--- config.mk ---
export PLATFORM = sky130hd
export DESIGN_NAME = srtf_schedule_waiting_times
export DESIGN_NICKNAME = d
export VERILOG_FILES = /design/src/sv/srtf_pkg.sv /design/src/sv/srtf_schedule_waiting_times.sv /design/src/sv/srtf_ctrl.sv /design/src/sv/srtf_dp.sv
export SDC_FILE = /design/constraint.sdc
export NUM_CORES = 2
export LEC_CHECK = 0
export ABC_AREA = 1
export BUFFER_PORTS_ARGS = -buffer_cell sky130_fd_sc_hd__buf_2
export CAP_MARGIN = 0
export CORE_ASPECT_RATIO = 0.7
export CORE_UTILIZATION = 40
export DETAILED_ROUTE_END_ITERATION = 6
export SYNTH_ARGS = -nofsm -noshare
export SYNTH_HDL_FRONTEND = slang
export SYNTH_SLANG_ARGS = --single-unit
--- constraint.sdc ---
create_clock -name clk_i -period 5.2 [get_ports clk_i]
set_input_delay 0.52 -clock clk_i [delete_from_list [all_inputs] [get_ports clk_i]]
set_output_delay 0.52 -clock clk_i [all_outputs]
set_load 0.01 [all_outputs]
--- src/sv/srtf_pkg.sv ---
package srtf_pkg;

  // Job store depth and derived widths.
  localparam int MaxJobs = 16;
  localparam int IdxW    = $clog2(MaxJobs);
  localparam int CntW    = $clog2(MaxJobs + 1);

  // Field widths fixed by the interface.
  localparam int ValW  = 16;
  localparam int RemW  = 17;
  localparam int TimeW = 22;
  localparam int JobW  = 6;
  localparam int InDataW  = 32;
  localparam int OutDataW = 56;

  localparam logic [TimeW-1:0] TimeMax  = {TimeW{1'b1}};
  localparam logic [RemW-1:0]  NoJobRem = {RemW{1'b1}};

  typedef enum logic [2:0] {
    ST_LOAD,
    ST_SCAN,
    ST_DECIDE,
    ST_APPLY,
    ST_EMIT_RD,
    ST_EMIT_CALC,
    ST_EMIT_OUT
  } srtf_state_e;

  // Commands from the controller to the datapath.
  typedef struct packed {
    logic load;        // store the job on the input
    logic scan_start;  // clear scan accumulators and the index
    logic scan_run;    // step the scan over the job store
    logic decide;      // pick the running job and the time step
    logic apply;       // retire the time step
    logic emit_start;  // clear the index for the result pass
    logic emit_calc;   // compute the waiting time of the current job
    logic emit_out;    // load the output register
    logic run_clear;   // clear the set after its last result
  } srtf_cmd_t;

  // Status from the datapath to the controller.
  typedef struct packed {
    logic scan_done;
    logic pending;
    logic go_apply;
    logic out_free;
    logic emit_last;
  } srtf_stat_t;

endpackage

--- src/sv/srtf_schedule_waiting_times.sv ---
// Preemptive shortest-remaining-time-first scheduler. Jobs arrive on the slave
// stream, one transfer per cycle, each carrying its arrival tick and burst
// length; the transfer with tlast set is the final job of the set and starts the
// run. Up to 16 jobs are held; further jobs of the same set are dropped. The run
// scans the job store once per scheduling event (an arrival or a completion):
// each scan steps through the jobs on the single store read port, followed by
// a decision state and, whenever a job holds the processor, an update state; a
// stretch with no job arrived yet is skipped in the decision state alone. The
// input is not ready during the run. Afterwards one result per job is sent on
// the master stream, in load order, one at a time through a read, a calculation
// and an output state, which waits while a pending result is not yet taken;
// tlast marks the last result, and the block is then ready for the next set. A
// result held in the output register does not block loading of the next set.
module srtf_schedule_waiting_times (
  input  logic        clk_i,
  input  logic        rst_ni,
  input  logic        s_axis_tvalid_i,
  output logic        s_axis_tready_o,
  input  logic [31:0] s_axis_tdata_i,   // [15:0] arrival tick, [31:16] burst length
  input  logic        s_axis_tlast_i,   // last_job
  output logic        m_axis_tvalid_o,
  input  logic        m_axis_tready_i,
  output logic [55:0] m_axis_tdata_o,   // [5:0] job_number, [27:6] waiting_time,
                                        // [49:28] turnaround, [55:50] zero
  output logic        m_axis_tlast_o    // last_result
);

  srtf_pkg::srtf_cmd_t  cmd;
  srtf_pkg::srtf_stat_t stat;

  // The controller sequences loading, the event scans and the result pass.
  srtf_ctrl u_ctrl (
    .clk_i      (clk_i),
    .rst_ni     (rst_ni),
    .in_valid_i (s_axis_tvalid_i),
    .in_last_i  (s_axis_tlast_i),
    .in_ready_o (s_axis_tready_o),
    .stat_i     (stat),
    .cmd_o      (cmd)
  );

  // The datapath holds the job stores, the scheduler state and the result register.
  srtf_dp u_dp (
    .clk_i       (clk_i),
    .rst_ni      (rst_ni),
    .cmd_i       (cmd),
    .stat_o      (stat),
    .arrival_i   (s_axis_tdata_i[15:0]),
    .burst_i     (s_axis_tdata_i[31:16]),
    .out_valid_o (m_axis_tvalid_o),
    .out_ready_i (m_axis_tready_i),
    .out_data_o  (m_axis_tdata_o),
    .out_last_o  (m_axis_tlast_o)
  );

endmodule

--- src/sv/srtf_ctrl.sv ---
module srtf_ctrl (
  input  logic                 clk_i,
  input  logic                 rst_ni,
  input  logic                 in_valid_i,
  input  logic                 in_last_i,
  output logic                 in_ready_o,
  input  srtf_pkg::srtf_stat_t stat_i,
  output srtf_pkg::srtf_cmd_t  cmd_o
);

  srtf_pkg::srtf_state_e state_q, state_d;

  always_ff @(posedge clk_i or negedge rst_ni) begin
    if (!rst_ni) begin
      state_q <= srtf_pkg::ST_LOAD;
    end else begin
      state_q <= state_d;
    end
  end

  always_comb begin
    state_d    = state_q;
    cmd_o      = '0;
    in_ready_o = 1'b0;
    unique case (state_q)
      srtf_pkg::ST_LOAD: begin
        in_ready_o = 1'b1;
        if (in_valid_i) begin
          cmd_o.load = 1'b1;
          if (in_last_i) begin
            cmd_o.scan_start = 1'b1;
            state_d          = srtf_pkg::ST_SCAN;
          end
        end
      end
      srtf_pkg::ST_SCAN: begin
        cmd_o.scan_run = 1'b1;
        if (stat_i.scan_done) begin
          state_d = srtf_pkg::ST_DECIDE;
        end
      end
      srtf_pkg::ST_DECIDE: begin
        cmd_o.decide = 1'b1;
        if (!stat_i.pending) begin
          cmd_o.emit_start = 1'b1;
          state_d          = srtf_pkg::ST_EMIT_RD;
        end else if (stat_i.go_apply) begin
          state_d = srtf_pkg::ST_APPLY;
        end else begin
          cmd_o.scan_start = 1'b1;
          state_d          = srtf_pkg::ST_SCAN;
        end
      end
      srtf_pkg::ST_APPLY: begin
        cmd_o.apply      = 1'b1;
        cmd_o.scan_start = 1'b1;
        state_d          = srtf_pkg::ST_SCAN;
      end
      srtf_pkg::ST_EMIT_RD: begin
        state_d = srtf_pkg::ST_EMIT_CALC;
      end
      srtf_pkg::ST_EMIT_CALC: begin
        cmd_o.emit_calc = 1'b1;
        state_d         = srtf_pkg::ST_EMIT_OUT;
      end
      srtf_pkg::ST_EMIT_OUT: begin
        if (stat_i.out_free) begin
          cmd_o.emit_out = 1'b1;
          if (stat_i.emit_last) begin
            cmd_o.run_clear = 1'b1;
            state_d         = srtf_pkg::ST_LOAD;
          end else begin
            state_d = srtf_pkg::ST_EMIT_RD;
          end
        end
      end
      default: begin
        state_d = srtf_pkg::ST_LOAD;
      end
    endcase
  end

endmodule

--- src/sv/srtf_dp.sv ---
module srtf_dp (
  input  logic                            clk_i,
  input  logic                            rst_ni,
  input  srtf_pkg::srtf_cmd_t             cmd_i,
  output srtf_pkg::srtf_stat_t            stat_o,
  input  logic [srtf_pkg::ValW-1:0]       arrival_i,
  input  logic [srtf_pkg::ValW-1:0]       burst_i,
  output logic                            out_valid_o,
  input  logic                            out_ready_i,
  output logic [srtf_pkg::OutDataW-1:0]   out_data_o,
  output logic                            out_last_o
);

  // Job stores, one read address per cycle with registered read data.
  logic [srtf_pkg::ValW-1:0]  arr_mem [srtf_pkg::MaxJobs];
  logic [srtf_pkg::ValW-1:0]  bur_mem [srtf_pkg::MaxJobs];
  logic [srtf_pkg::ValW-1:0]  rem_mem [srtf_pkg::MaxJobs];
  logic [srtf_pkg::TimeW-1:0] fin_mem [srtf_pkg::MaxJobs];

  logic [srtf_pkg::ValW-1:0]  arr_rd_q, bur_rd_q, rem_rd_q;
  logic [srtf_pkg::TimeW-1:0] fin_rd_q;
  logic [srtf_pkg::IdxW-1:0]  rd_addr;

  logic [srtf_pkg::CntW-1:0]  job_count_q;
  logic [srtf_pkg::CntW-1:0]  idx_q;
  logic                       pipe_vld_q;
  logic [srtf_pkg::IdxW-1:0]  pipe_idx_q;
  logic [srtf_pkg::TimeW-1:0] tick_q;
  logic                       rv_q;
  logic [srtf_pkg::IdxW-1:0]  rj_q;
  logic [srtf_pkg::RemW-1:0]  rrem_q;
  logic [srtf_pkg::ValW-1:0]  d_q;

  // Scan accumulators.
  logic                       found_q, pend_q, later_q;
  logic [srtf_pkg::IdxW-1:0]  cj_q;
  logic [srtf_pkg::ValW-1:0]  crem_q, carr_q, narr_q;

  logic [srtf_pkg::TimeW-1:0] wt_q;
  logic [srtf_pkg::ValW-1:0]  bq_q;
  logic                       out_vld_q;
  logic [srtf_pkg::OutDataW-1:0] out_data_q;
  logic                       out_last_q;

  logic                       issue;
  logic                       a_later, is_running, better;
  logic                       sw, rv_eff;
  logic [srtf_pkg::IdxW-1:0]  new_rj;
  logic [srtf_pkg::ValW-1:0]  new_rem, d_next, rem_after;
  logic [srtf_pkg::TimeW-1:0] gap, tick_after;
  logic                       load_wr;
  logic [srtf_pkg::IdxW-1:0]  load_addr;
  logic [srtf_pkg::ValW:0]    used;
  logic [srtf_pkg::TimeW-1:0] wt_next;
  logic [srtf_pkg::TimeW:0]   tat_full;
  logic [srtf_pkg::TimeW-1:0] tat_sat;
  logic                       emit_last;

  assign rd_addr   = idx_q[srtf_pkg::IdxW-1:0];
  assign issue     = cmd_i.scan_run && (idx_q < job_count_q);
  assign load_wr   = cmd_i.load && (job_count_q < srtf_pkg::CntW'(srtf_pkg::MaxJobs));
  assign load_addr = job_count_q[srtf_pkg::IdxW-1:0];

  // Scan step on the job whose data was read in the previous cycle.
  assign a_later    = {{(srtf_pkg::TimeW-srtf_pkg::ValW){1'b0}}, arr_rd_q} > tick_q;
  assign is_running = rv_q && (pipe_idx_q == rj_q);
  assign better     = !found_q || (rem_rd_q < crem_q) ||
                      ((rem_rd_q == crem_q) && (arr_rd_q < carr_q));

  // Decision after a scan.
  assign sw      = found_q && (!rv_q || ({1'b0, crem_q} < rrem_q));
  assign rv_eff  = rv_q || sw;
  assign new_rj  = sw ? cj_q : rj_q;
  assign new_rem = sw ? crem_q : rrem_q[srtf_pkg::ValW-1:0];
  assign gap     = {{(srtf_pkg::TimeW-srtf_pkg::ValW){1'b0}}, narr_q} - tick_q;
  assign d_next  = (later_q && (gap < {{(srtf_pkg::TimeW-srtf_pkg::ValW){1'b0}}, new_rem}))
                   ? gap[srtf_pkg::ValW-1:0] : new_rem;

  assign rem_after  = rrem_q[srtf_pkg::ValW-1:0] - d_q;
  assign tick_after = tick_q + {{(srtf_pkg::TimeW-srtf_pkg::ValW){1'b0}}, d_q};

  // Result arithmetic.
  assign used     = {1'b0, bur_rd_q} + {1'b0, arr_rd_q};
  assign wt_next  = ((bur_rd_q != '0) &&
                     (fin_rd_q > {{(srtf_pkg::TimeW-srtf_pkg::ValW-1){1'b0}}, used}))
                    ? fin_rd_q - {{(srtf_pkg::TimeW-srtf_pkg::ValW-1){1'b0}}, used} : '0;
  assign tat_full = {{(srtf_pkg::TimeW-srtf_pkg::ValW+1){1'b0}}, bq_q} + {1'b0, wt_q};
  assign tat_sat  = tat_full[srtf_pkg::TimeW] ? srtf_pkg::TimeMax
                                              : tat_full[srtf_pkg::TimeW-1:0];
  assign emit_last = (idx_q == job_count_q - srtf_pkg::CntW'(1));

  assign stat_o.scan_done = (idx_q >= job_count_q) && !pipe_vld_q;
  assign stat_o.pending   = pend_q;
  assign stat_o.go_apply  = rv_eff;
  assign stat_o.out_free  = !out_vld_q || out_ready_i;
  assign stat_o.emit_last = emit_last;

  always_ff @(posedge clk_i) begin
    arr_rd_q <= arr_mem[rd_addr];
    bur_rd_q <= bur_mem[rd_addr];
    rem_rd_q <= rem_mem[rd_addr];
    fin_rd_q <= fin_mem[rd_addr];
    if (load_wr) begin
      arr_mem[load_addr] <= arrival_i;
      bur_mem[load_addr] <= burst_i;
      rem_mem[load_addr] <= burst_i;
    end else if (cmd_i.apply) begin
      rem_mem[rj_q] <= rem_after;
    end
    if (cmd_i.apply && (rem_after == '0)) begin
      fin_mem[rj_q] <= tick_after;
    end
  end

  always_ff @(posedge clk_i or negedge rst_ni) begin
    if (!rst_ni) begin
      job_count_q <= '0;
      idx_q       <= '0;
      pipe_vld_q  <= 1'b0;
      tick_q      <= '0;
      rv_q        <= 1'b0;
      rrem_q      <= srtf_pkg::NoJobRem;
      found_q     <= 1'b0;
      pend_q      <= 1'b0;
      later_q     <= 1'b0;
      out_vld_q   <= 1'b0;
    end else begin
      if (load_wr) begin
        job_count_q <= job_count_q + srtf_pkg::CntW'(1);
      end
      pipe_vld_q <= issue;
      if (cmd_i.scan_start || cmd_i.emit_start) begin
        idx_q <= '0;
      end else if (issue || cmd_i.emit_out) begin
        idx_q <= idx_q + srtf_pkg::CntW'(1);
      end
      if (cmd_i.scan_start) begin
        found_q <= 1'b0;
        pend_q  <= 1'b0;
        later_q <= 1'b0;
      end else if (pipe_vld_q && (rem_rd_q != '0)) begin
        pend_q <= 1'b1;
        if (a_later) begin
          later_q <= 1'b1;
        end else if (!is_running && better) begin
          found_q <= 1'b1;
        end
      end
      if (cmd_i.decide) begin
        rv_q <= rv_eff;
        if (sw) begin
          rrem_q <= {1'b0, crem_q};
        end
        if (!rv_eff) begin
          tick_q <= {{(srtf_pkg::TimeW-srtf_pkg::ValW){1'b0}}, narr_q};
        end
      end
      if (cmd_i.apply) begin
        tick_q <= tick_after;
        if (rem_after == '0) begin
          rv_q   <= 1'b0;
          rrem_q <= srtf_pkg::NoJobRem;
        end else begin
          rrem_q <= {1'b0, rem_after};
        end
      end
      if (cmd_i.run_clear) begin
        job_count_q <= '0;
        tick_q      <= '0;
        rv_q        <= 1'b0;
        rrem_q      <= srtf_pkg::NoJobRem;
      end
      if (cmd_i.emit_out) begin
        out_vld_q <= 1'b1;
      end else if (out_ready_i) begin
        out_vld_q <= 1'b0;
      end
    end
  end

  always_ff @(posedge clk_i) begin
    pipe_idx_q <= rd_addr;
    if (pipe_vld_q && (rem_rd_q != '0)) begin
      if (a_later) begin
        if (!later_q || (arr_rd_q < narr_q)) begin
          narr_q <= arr_rd_q;
        end
      end else if (!is_running && better) begin
        cj_q   <= pipe_idx_q;
        crem_q <= rem_rd_q;
        carr_q <= arr_rd_q;
      end
    end
    if (cmd_i.decide) begin
      rj_q <= new_rj;
      d_q  <= d_next;
    end
    if (cmd_i.emit_calc) begin
      wt_q <= wt_next;
      bq_q <= bur_rd_q;
    end
    if (cmd_i.emit_out) begin
      out_data_q <= {{(srtf_pkg::OutDataW-srtf_pkg::JobW-2*srtf_pkg::TimeW){1'b0}},
                     tat_sat, wt_q, srtf_pkg::JobW'(idx_q[srtf_pkg::IdxW-1:0])};
      out_last_q <= emit_last;
    end
  end

  assign out_valid_o = out_vld_q;
  assign out_data_o  = out_data_q;
  assign out_last_o  = out_last_q;

  a_count_in_range: assert property (@(posedge clk_i) disable iff (!rst_ni)
    job_count_q <= srtf_pkg::CntW'(srtf_pkg::MaxJobs))
    else $error("job count exceeds the store depth");

  a_running_rem_fits: assert property (@(posedge clk_i) disable iff (!rst_ni)
    rv_q |-> (rrem_q[srtf_pkg::RemW-1] == 1'b0) && (rrem_q != '0))
    else $error("running job has no valid remaining time");

  a_idle_rem_marker: assert property (@(posedge clk_i) disable iff (!rst_ni)
    !rv_q |-> (rrem_q == srtf_pkg::NoJobRem))
    else $error("remaining time set with no running job");

  a_no_result_overwrite: assert property (@(posedge clk_i) disable iff (!rst_ni)
    cmd_i.emit_out |-> (!out_vld_q || out_ready_i))
    else $error("result register loaded while a result is pending");

endmodule
### After elaboration in Yosys (flattened, before gate mapping)

Memory sizes are Yosys's and may differ from the RTL's. A register that Yosys moved wholly into a read port is not among the register bits.
Cells that the tools add are included.

* word-level logic and storage cells: 172
* memories: 4
* bits in writable memories: 1120
* ROM bits: 0
* flip-flop bits (word level): 221
* latch bits: 0

Memories
* u_dp.fin_mem: depth 16, bits a word 22, read ports 1, clocked after memory_dff 1, wr ports 1, RTL line srtf_dp.sv:18 `logic [srtf_pkg::TimeW-1:0] fin_mem [srtf_pkg::MaxJobs];`
* u_dp.arr_mem: depth 16, bits a word 16, read ports 1, clocked after memory_dff 1, wr ports 1, RTL line srtf_dp.sv:15 `logic [srtf_pkg::ValW-1:0] arr_mem [srtf_pkg::MaxJobs];`
* u_dp.bur_mem: depth 16, bits a word 16, read ports 1, clocked after memory_dff 1, wr ports 1, RTL line srtf_dp.sv:16 `logic [srtf_pkg::ValW-1:0] bur_mem [srtf_pkg::MaxJobs];`
* u_dp.rem_mem: depth 16, bits a word 16, read ports 1, clocked after memory_dff 1, wr ports 1, RTL line srtf_dp.sv:17 `logic [srtf_pkg::ValW-1:0] rem_mem [srtf_pkg::MaxJobs];`

* bitwise logic cells: 1
* mux-type cells: 64
* multiply operators: 0
* $add $sub $neg: 9
* reductions and logical operators: 46
* div/mod/pow operators: 0
* shift-type cells: 0
* $lt $le $gt $ge: 10
* eq/ne operators: 15

Operator list (number)
* 22-bit 2-to-1 mux: 4
* 17-bit 2-to-1 mux: 5
* 16-bit less-than comparator: 3
* 16-bit 2-to-1 mux: 3
* 1-bit 2-to-1 mux: 35
* 16-bit nonzero test: 2
* 16-bit by 22-bit adder with 23-bit output: 1
* 22-bit by 16-bit adder with 22-bit output: 1
* 16-bit by 22-bit greater-than comparator with 1-bit output: 1
* 22-bit by 17-bit greater-than comparator with 1-bit output: 1
* 22-bit by 16-bit less-than comparator with 1-bit output: 1
* 16-bit by 22-bit subtractor with 22-bit output: 1
* 22-bit by 17-bit subtractor with 22-bit output: 1
* 3-bit case mux with 7 select lines: 1
* 5-bit 2-to-1 mux: 4
* 3-bit 2-to-1 mux: 6
* 16-bit by 16-bit adder with 17-bit output: 1
* 16-bit by 17-bit less-than comparator with 1-bit output: 1
* 16-bit equality test: 1
* 16-bit zero test: 1
* 16-bit OR reduction: 1
* 16-bit subtractor: 1
* 2-bit nonzero test: 6
* 1-bit logical AND: 11
* other kinds (24): 52

### Longest topological paths before layout

* word-level depth: 9
* gate-level depth with buffers: 29
* mapped depth without buffers: 27

### By module

Synthesis repeated with hierarchy kept, for this count alone.

* cell total of the unflattened synthesis: 5067
* area, all modules: 61398.9 µm²

By module, submodules not included
* srtf_dp: cells an instance 5014, instances 1, area each 61058.6 µm², sequential area each 41285.8 µm²
* srtf_ctrl: cells an instance 53, instances 1, area each 340.3 µm², sequential area each 75.1 µm²

### Least setup slack after synthesis

No wires, ideal clock.

* path type: register to register
* start: register u_dp.rrem_q[15] (netlist name)
* end: register u_dp.d_q[11] (netlist name) (data pin)
* period minus slack after synthesis: 3726 ps
* required time: 4948 ps
* arrival: 3473 ps
* cell stages (with the launch flop): 28
* slack: 1474 ps
* path buffers: 2
* cell sequence: dfstp_2 -> inv_1 -> ha_1 -> inv_1 -> nor2_1 -> nand3_1 -> nor2_1 -> nand2_1 -> nand3_1 -> nand2_1 -> nand2_1 -> clkbuf_1 -> nand2_1 -> o21ai_0 -> inv_1 -> ha_1 -> a21oi_1 -> o21ai_0 -> o21bai_1 -> a31oi_1 -> nand2_1 -> a21oi_1 -> nand3_1 -> nor2_4 -> nand2_4 -> buf_6 -> nand2_1 -> nand2_1

* longest elaborated chain between the ends: 7

RTL lines
* start: declaration: RTL line srtf_dp.sv:31 `logic [srtf_pkg::RemW-1:0] rrem_q;`
* start signal: assignment: RTL line srtf_dp.sv:122 `rrem_q <= srtf_pkg::NoJobRem;`
* start signal: assignment: RTL line srtf_dp.sv:152 `rrem_q <= {1'b0, crem_q};`
* start signal: assignment: RTL line srtf_dp.sv:162 `rrem_q <= srtf_pkg::NoJobRem;`
* 16-bit by 17-bit less-than comparator with 1-bit output: RTL line srtf_dp.sv:71 `assign sw = found_q && (!rv_q || ({1'b0, crem_q} < rrem_q));`
* 1-bit logical OR: RTL line srtf_dp.sv:71
* 1-bit logical AND: RTL line srtf_dp.sv:71
* 16-bit 2-to-1 mux (*): RTL line srtf_dp.sv:74 `assign new_rem = sw ? crem_q : rrem_q[srtf_pkg::ValW-1:0];`
* 22-bit by 16-bit less-than comparator with 1-bit output: RTL line srtf_dp.sv:76 `assign d_next = (later_q && (gap < {{(srtf_pkg::TimeW-srtf_pkg::ValW){1'b0}}, new_rem}))`
* 1-bit logical AND: RTL line srtf_dp.sv:76
* 16-bit 2-to-1 mux (*): RTL line srtf_dp.sv:77 `? gap[srtf_pkg::ValW-1:0] : new_rem;`
* named net u_dp.d_next (one bit): RTL line srtf_dp.sv:49 `logic [srtf_pkg::ValW-1:0] new_rem, d_next, rem_after;`
* end signal: assignment: RTL line srtf_dp.sv:196 `d_q <= d_next;`
* end: declaration: RTL line srtf_dp.sv:32 `logic [srtf_pkg::ValW-1:0] d_q;`

The timed path passes the listed nets; every way through them passes the cells marked *.
A chain may end at the register's enable or synchronous reset.

### Worst setup path in the final report

* start: register u_dp.rrem_q[15] (netlist name)
* end: register u_dp.d_q[13] (netlist name) (data pin)

Same word-level chain as after synthesis.

==> qor.csv <==
stage,metric,value,unit
logic_synthesis,syn_inst,5160,
logic_synthesis,ys_async_sr_fraction,4.111,%
logic_synthesis,avgSynthCellArea,11.80,um2
setup_path,cp_max_fo,19,
logic_synthesis,yosysSeqAreaShare,67.93,%
clock_network,cts_hold_buffers,2,
setup_path,worstReg2RegEnd,u_dp.d_q[13],
logic_synthesis,synthMuxAreaShare,0.01644,%
setup_path,worstSetupStartpointType,register,
routing,first_iter_violations,4529,
run,cap_viol_max_count,0,
final_layout,final_common_cell,edfxtp_1,
global_route,antenna_found_initial,25,
timing,rsz0062_at_grt,no,
floorplanning,die-area,153800,um2
setup_path,arrival,5090,ps
placed_design,port_buffers,87,
logic_synthesis,synth_top_family_by_area,compound AO/OA/AOI/OAI gates,
final_layout,final_cells,7366,
placed_design,placed_cells,7104,
final_layout,area_growth_syn_to_layout,12.61,%
routing,vias_per_cell,5.568,
setup_path,crit_path_max_incr_delay,560,ps
routing,post_drt_wl_per_cell,23.39,um
clock_network,path_clk_slew,60,ps
global_route,grt_overflow,0,
timing,slew_headroom,9.211,%
clock_network,cts_sinks,1411,
timing,hold_ws,106.5,ps
worst_hold_path,min_from,s_axis_tdata_i[11],
status,status,"finished, final reports clean",
setup_path,critPathRequiredTime,5720,ps
clock_network,htreeDepth,4,
logic_synthesis,synth_fa_ha_area_share,4.287,%
routing,final_antenna_net_count,0,
logic_synthesis,synth_area,60890,um2
logic_synthesis,synth-xor-area-share,1.338,%
timing,fmax,0.2186,GHz
setup_path,reg2reg_slack,630,ps
global_route,grt_util_all_layers,22.17,%
timing,setup_viol,0,
global_route,grt_pass1_wl,253100,um
routing,via_count,41016,
setup_path,worst_setup_path_end_kind,register,
clock_network,post_cts_buffers,0,
final_layout,design_area,68570,um2
power,power_density,652.6,nW/um2
placed_design,hpwl,105700,um
timing,period_minus_slack,4574,ps
placed_design,place_congestion,0.9519,
final_layout,final_nets,5492,
timing,worst_pin_slew,1357,ps
timing,fin_skew,46.59,ps
clock_network,root_buffer,clkbuf_16,
final_layout,drive_above_1_share,9.299,%
routing,drt-pass1-iter-count,6,
clock_network,cts_resized,0,
final_layout,final_cell_mix,"edfxtp_1, nor2_1, o21ai_0, nand2_1, inv_1",
timing,maxSlewViolCount,0,
final_layout,n_fill_cell,13592,
clock_network,clk_latency,800,ps
floorplanning,placementRows,119,
logic_synthesis,synth_flop_cell,edfxtp_1,
logic_synthesis,synth-compound-area-share,11.85,%
clock_network,cts_tree,done,
worst_hold_path,hold_depth,1,
power,peakVddDrop,0.0004266,V
clock_network,cts_buffers,138,
floorplanning,fp.dieW,468.3,um
timing,setup_tns,0,ps
logic_synthesis,synth.distinct_cells,56,
setup_path,reg2reg_depth,22,
floorplanning,initial_utilization,40.41,%
worst_hold_path,worstHoldPathType,primary input to register,
routing,wl,172300,um
floorplanning,die_h,328.4,um
setup_path,cpMostUsedCell,nand2_1,
placed_design,placedInstanceArea,64010,um2
logic_synthesis,synthSimpleGateAreaFrac,11.00,%
setup_path,critPathSlowestCell,dfstp_2,
logic_synthesis,ys_warn_count,0,
clock_network,clockBufferDepth,3,
placed_design,dp_slack,752.0,ps
setup_path,r2r_start,u_dp.rrem_q[15],
floorplanning,boundaryPins,96,
global_route,grt_max_degree,201,
routing,drc,0,
setup_path,critPathKind,register to register,
floorplanning,coreArea,150700,um2
timing,hold_viol_final,0,
timing,setup_ws,626.0,ps
global_route,grt_pass1_vias,38595,
setup_path,crit_path_cell_trace,inv_1 -> ha_1 -> a21oi_1 -> a21oi_1 -> nor2_1 -> nand3_1 -> nand2_1 -> nand2_1 -> o21ai_0 -> inv_1 -> ha_1 -> a21oi_1 -> o21ai_0 -> o21bai_1 -> a31oi_1 -> nand2_1 -> a21oi_1 -> nand3_1 -> nor2_4 -> nand2_4 -> nand2_1 -> nand2_1,
logic_synthesis,ys_ff_latch,1411,
logic_synthesis,synth-edff-count,1279,
timing,min_period_over_period,87.96,%
worst_hold_path,min_to,u_dp.arr_mem[1][11],
power,power.leakage,24.31,nW
## flip-flops by register name, indices dropped and copies added, names as in the netlist, 22 cells and up
signal,flops
u_dp.fin_rd_q,22
u_dp.rem_mem,256
u_dp.tick_q,22
u_dp.wt_q,22
u_dp.out_data_o,48
u_dp.fin_mem,352
u_dp.arr_mem,256
u_dp.bur_mem,256
## power breakdown
part	total (mW)	internal [mW]	switching, mW
logic	18.3	5.63	12.6
registers	16.4	15.2	1.22
clock network	10.1	5.63	4.46
## cells in the mapped netlist (3+ instances only)
| master | instances | area share, % |
|---|---|---|
| edfxtp_1 | 1279 | 63 |
| nor2_1 | 761 | 4.7 |
| o21ai_0 | 675 | 5.5 |
| nand2_1 | 568 | 3.5 |
| inv_1 | 291 | 1.8 |
| clkbuf_1 | 218 | 1.3 |
| ha_1 | 199 | 4.1 |
| nand3_1 | 198 | 1.6 |
| o22ai_1 | 183 | 1.9 |
| a21oi_1 | 172 | 1.4 |
| o221ai_1 | 105 | 1.5 |
| dfxtp_1 | 74 | 2.4 |
| xor2_1 | 59 | 0.85 |
| o211ai_1 | 48 | 0.59 |
| dfrtp_1 | 41 | 1.7 |
| xnor2_1 | 34 | 0.49 |
| nor3_1 | 27 | 0.22 |
| nand4_1 | 22 | 0.23 |
| buf_1 | 20 | 0.12 |
| dfstp_2 | 17 | 0.73 |
| nor4_1 | 15 | 0.15 |
| o21bai_1 | 13 | 0.16 |
| buf_4 | 12 | 0.15 |
| a31oi_1 | 11 | 0.11 |
| or2_2 | 11 | 0.11 |
| a21o_1 | 10 | 0.12 |
| a211oi_1 | 9 | 0.11 |
| o31ai_1 | 9 | 0.11 |
| nand3b_1 | 8 | 0.099 |
| a22oi_1 | 7 | 0.086 |
| and2_1 | 7 | 0.072 |
| fa_1 | 6 | 0.20 |
| nand2_4 | 6 | 0.11 |
| inv_2 | 5 | 0.031 |
| a21boi_0 | 4 | 0.049 |
| buf_2 | 4 | 0.033 |
| buf_6 | 4 | 0.074 |
| inv_4 | 3 | 0.031 |
| o21a_1 | 3 | 0.037 |
## stage by stage
step	power, mW	utilization [%]
floorplan	28.19	-
global placement	34.31	42.48
finish	44.75	45.50
global route	47.45	45.50
CTS	44.64	45.50
detailed placement	34.51	42.48
## worst max path at each step
stage	slack, ps	to	start	depth (start not counted)
floorplan	1470	u_dp.d_q[11]	u_dp.rrem_q[15]	27
global placement	820	u_dp.d_q[14]	u_dp.rrem_q[15]	22
detailed placement	750	u_dp.d_q[13]	u_dp.rrem_q[15]	22
CTS	730	u_dp.d_q[13]	u_dp.rrem_q[15]	22
global route	50	u_dp.d_q[14]	u_dp.rrem_q[15]	25
finish	630	u_dp.d_q[13]	u_dp.rrem_q[15]	22
## per-layer routing
layer  part of all wire, %  global-route usage [%]  up-vias
li1                      -                       -    18884
met1                    45                   32.22    20055
met2                    43                   32.00     1780
met3                   9.9                   6.376      275
met4                   2.4                   6.522       22
met5                 0.084                       0        -
## cells by family after synthesis
| logic type | after synthesis |
|---|---|
| buffers and inverters | 557 |
| XOR/XNOR | 93 |
| flip-flops | 1411 |
| AO/OA/AOI/OAI | 1257 |
| adder cells (fa/ha/maj) | 205 |
| AND/OR/NAND/NOR | 1635 |
| other | 1 |
| multiplexers | 1 |
## cell type report
class	count	area, um2	area share (%)
antenna	4	10.01	0.01460
inverter	299	1149	1.675
timing repair buffer	201	1384	2.018
clock inverter	67	777.0	1.133
tap	1996	2497	3.642
sequential	1411	41370	60.34
multi-input combinational	3199	17630	25.71
clock buffer	189	3747	5.465
## worst max-delay path, delay by kind of cell, from the launching register on
kind                     cells  cell delay, ps
AO/OA/AOI/OAI                8            1320
adder cells (fa/ha/maj)      2             620
buffers and inverters        2             130
flip-flops                   1             560
AND/OR/NAND/NOR             10            1710
No activity file was read; power rests on OpenSTA's default activity.
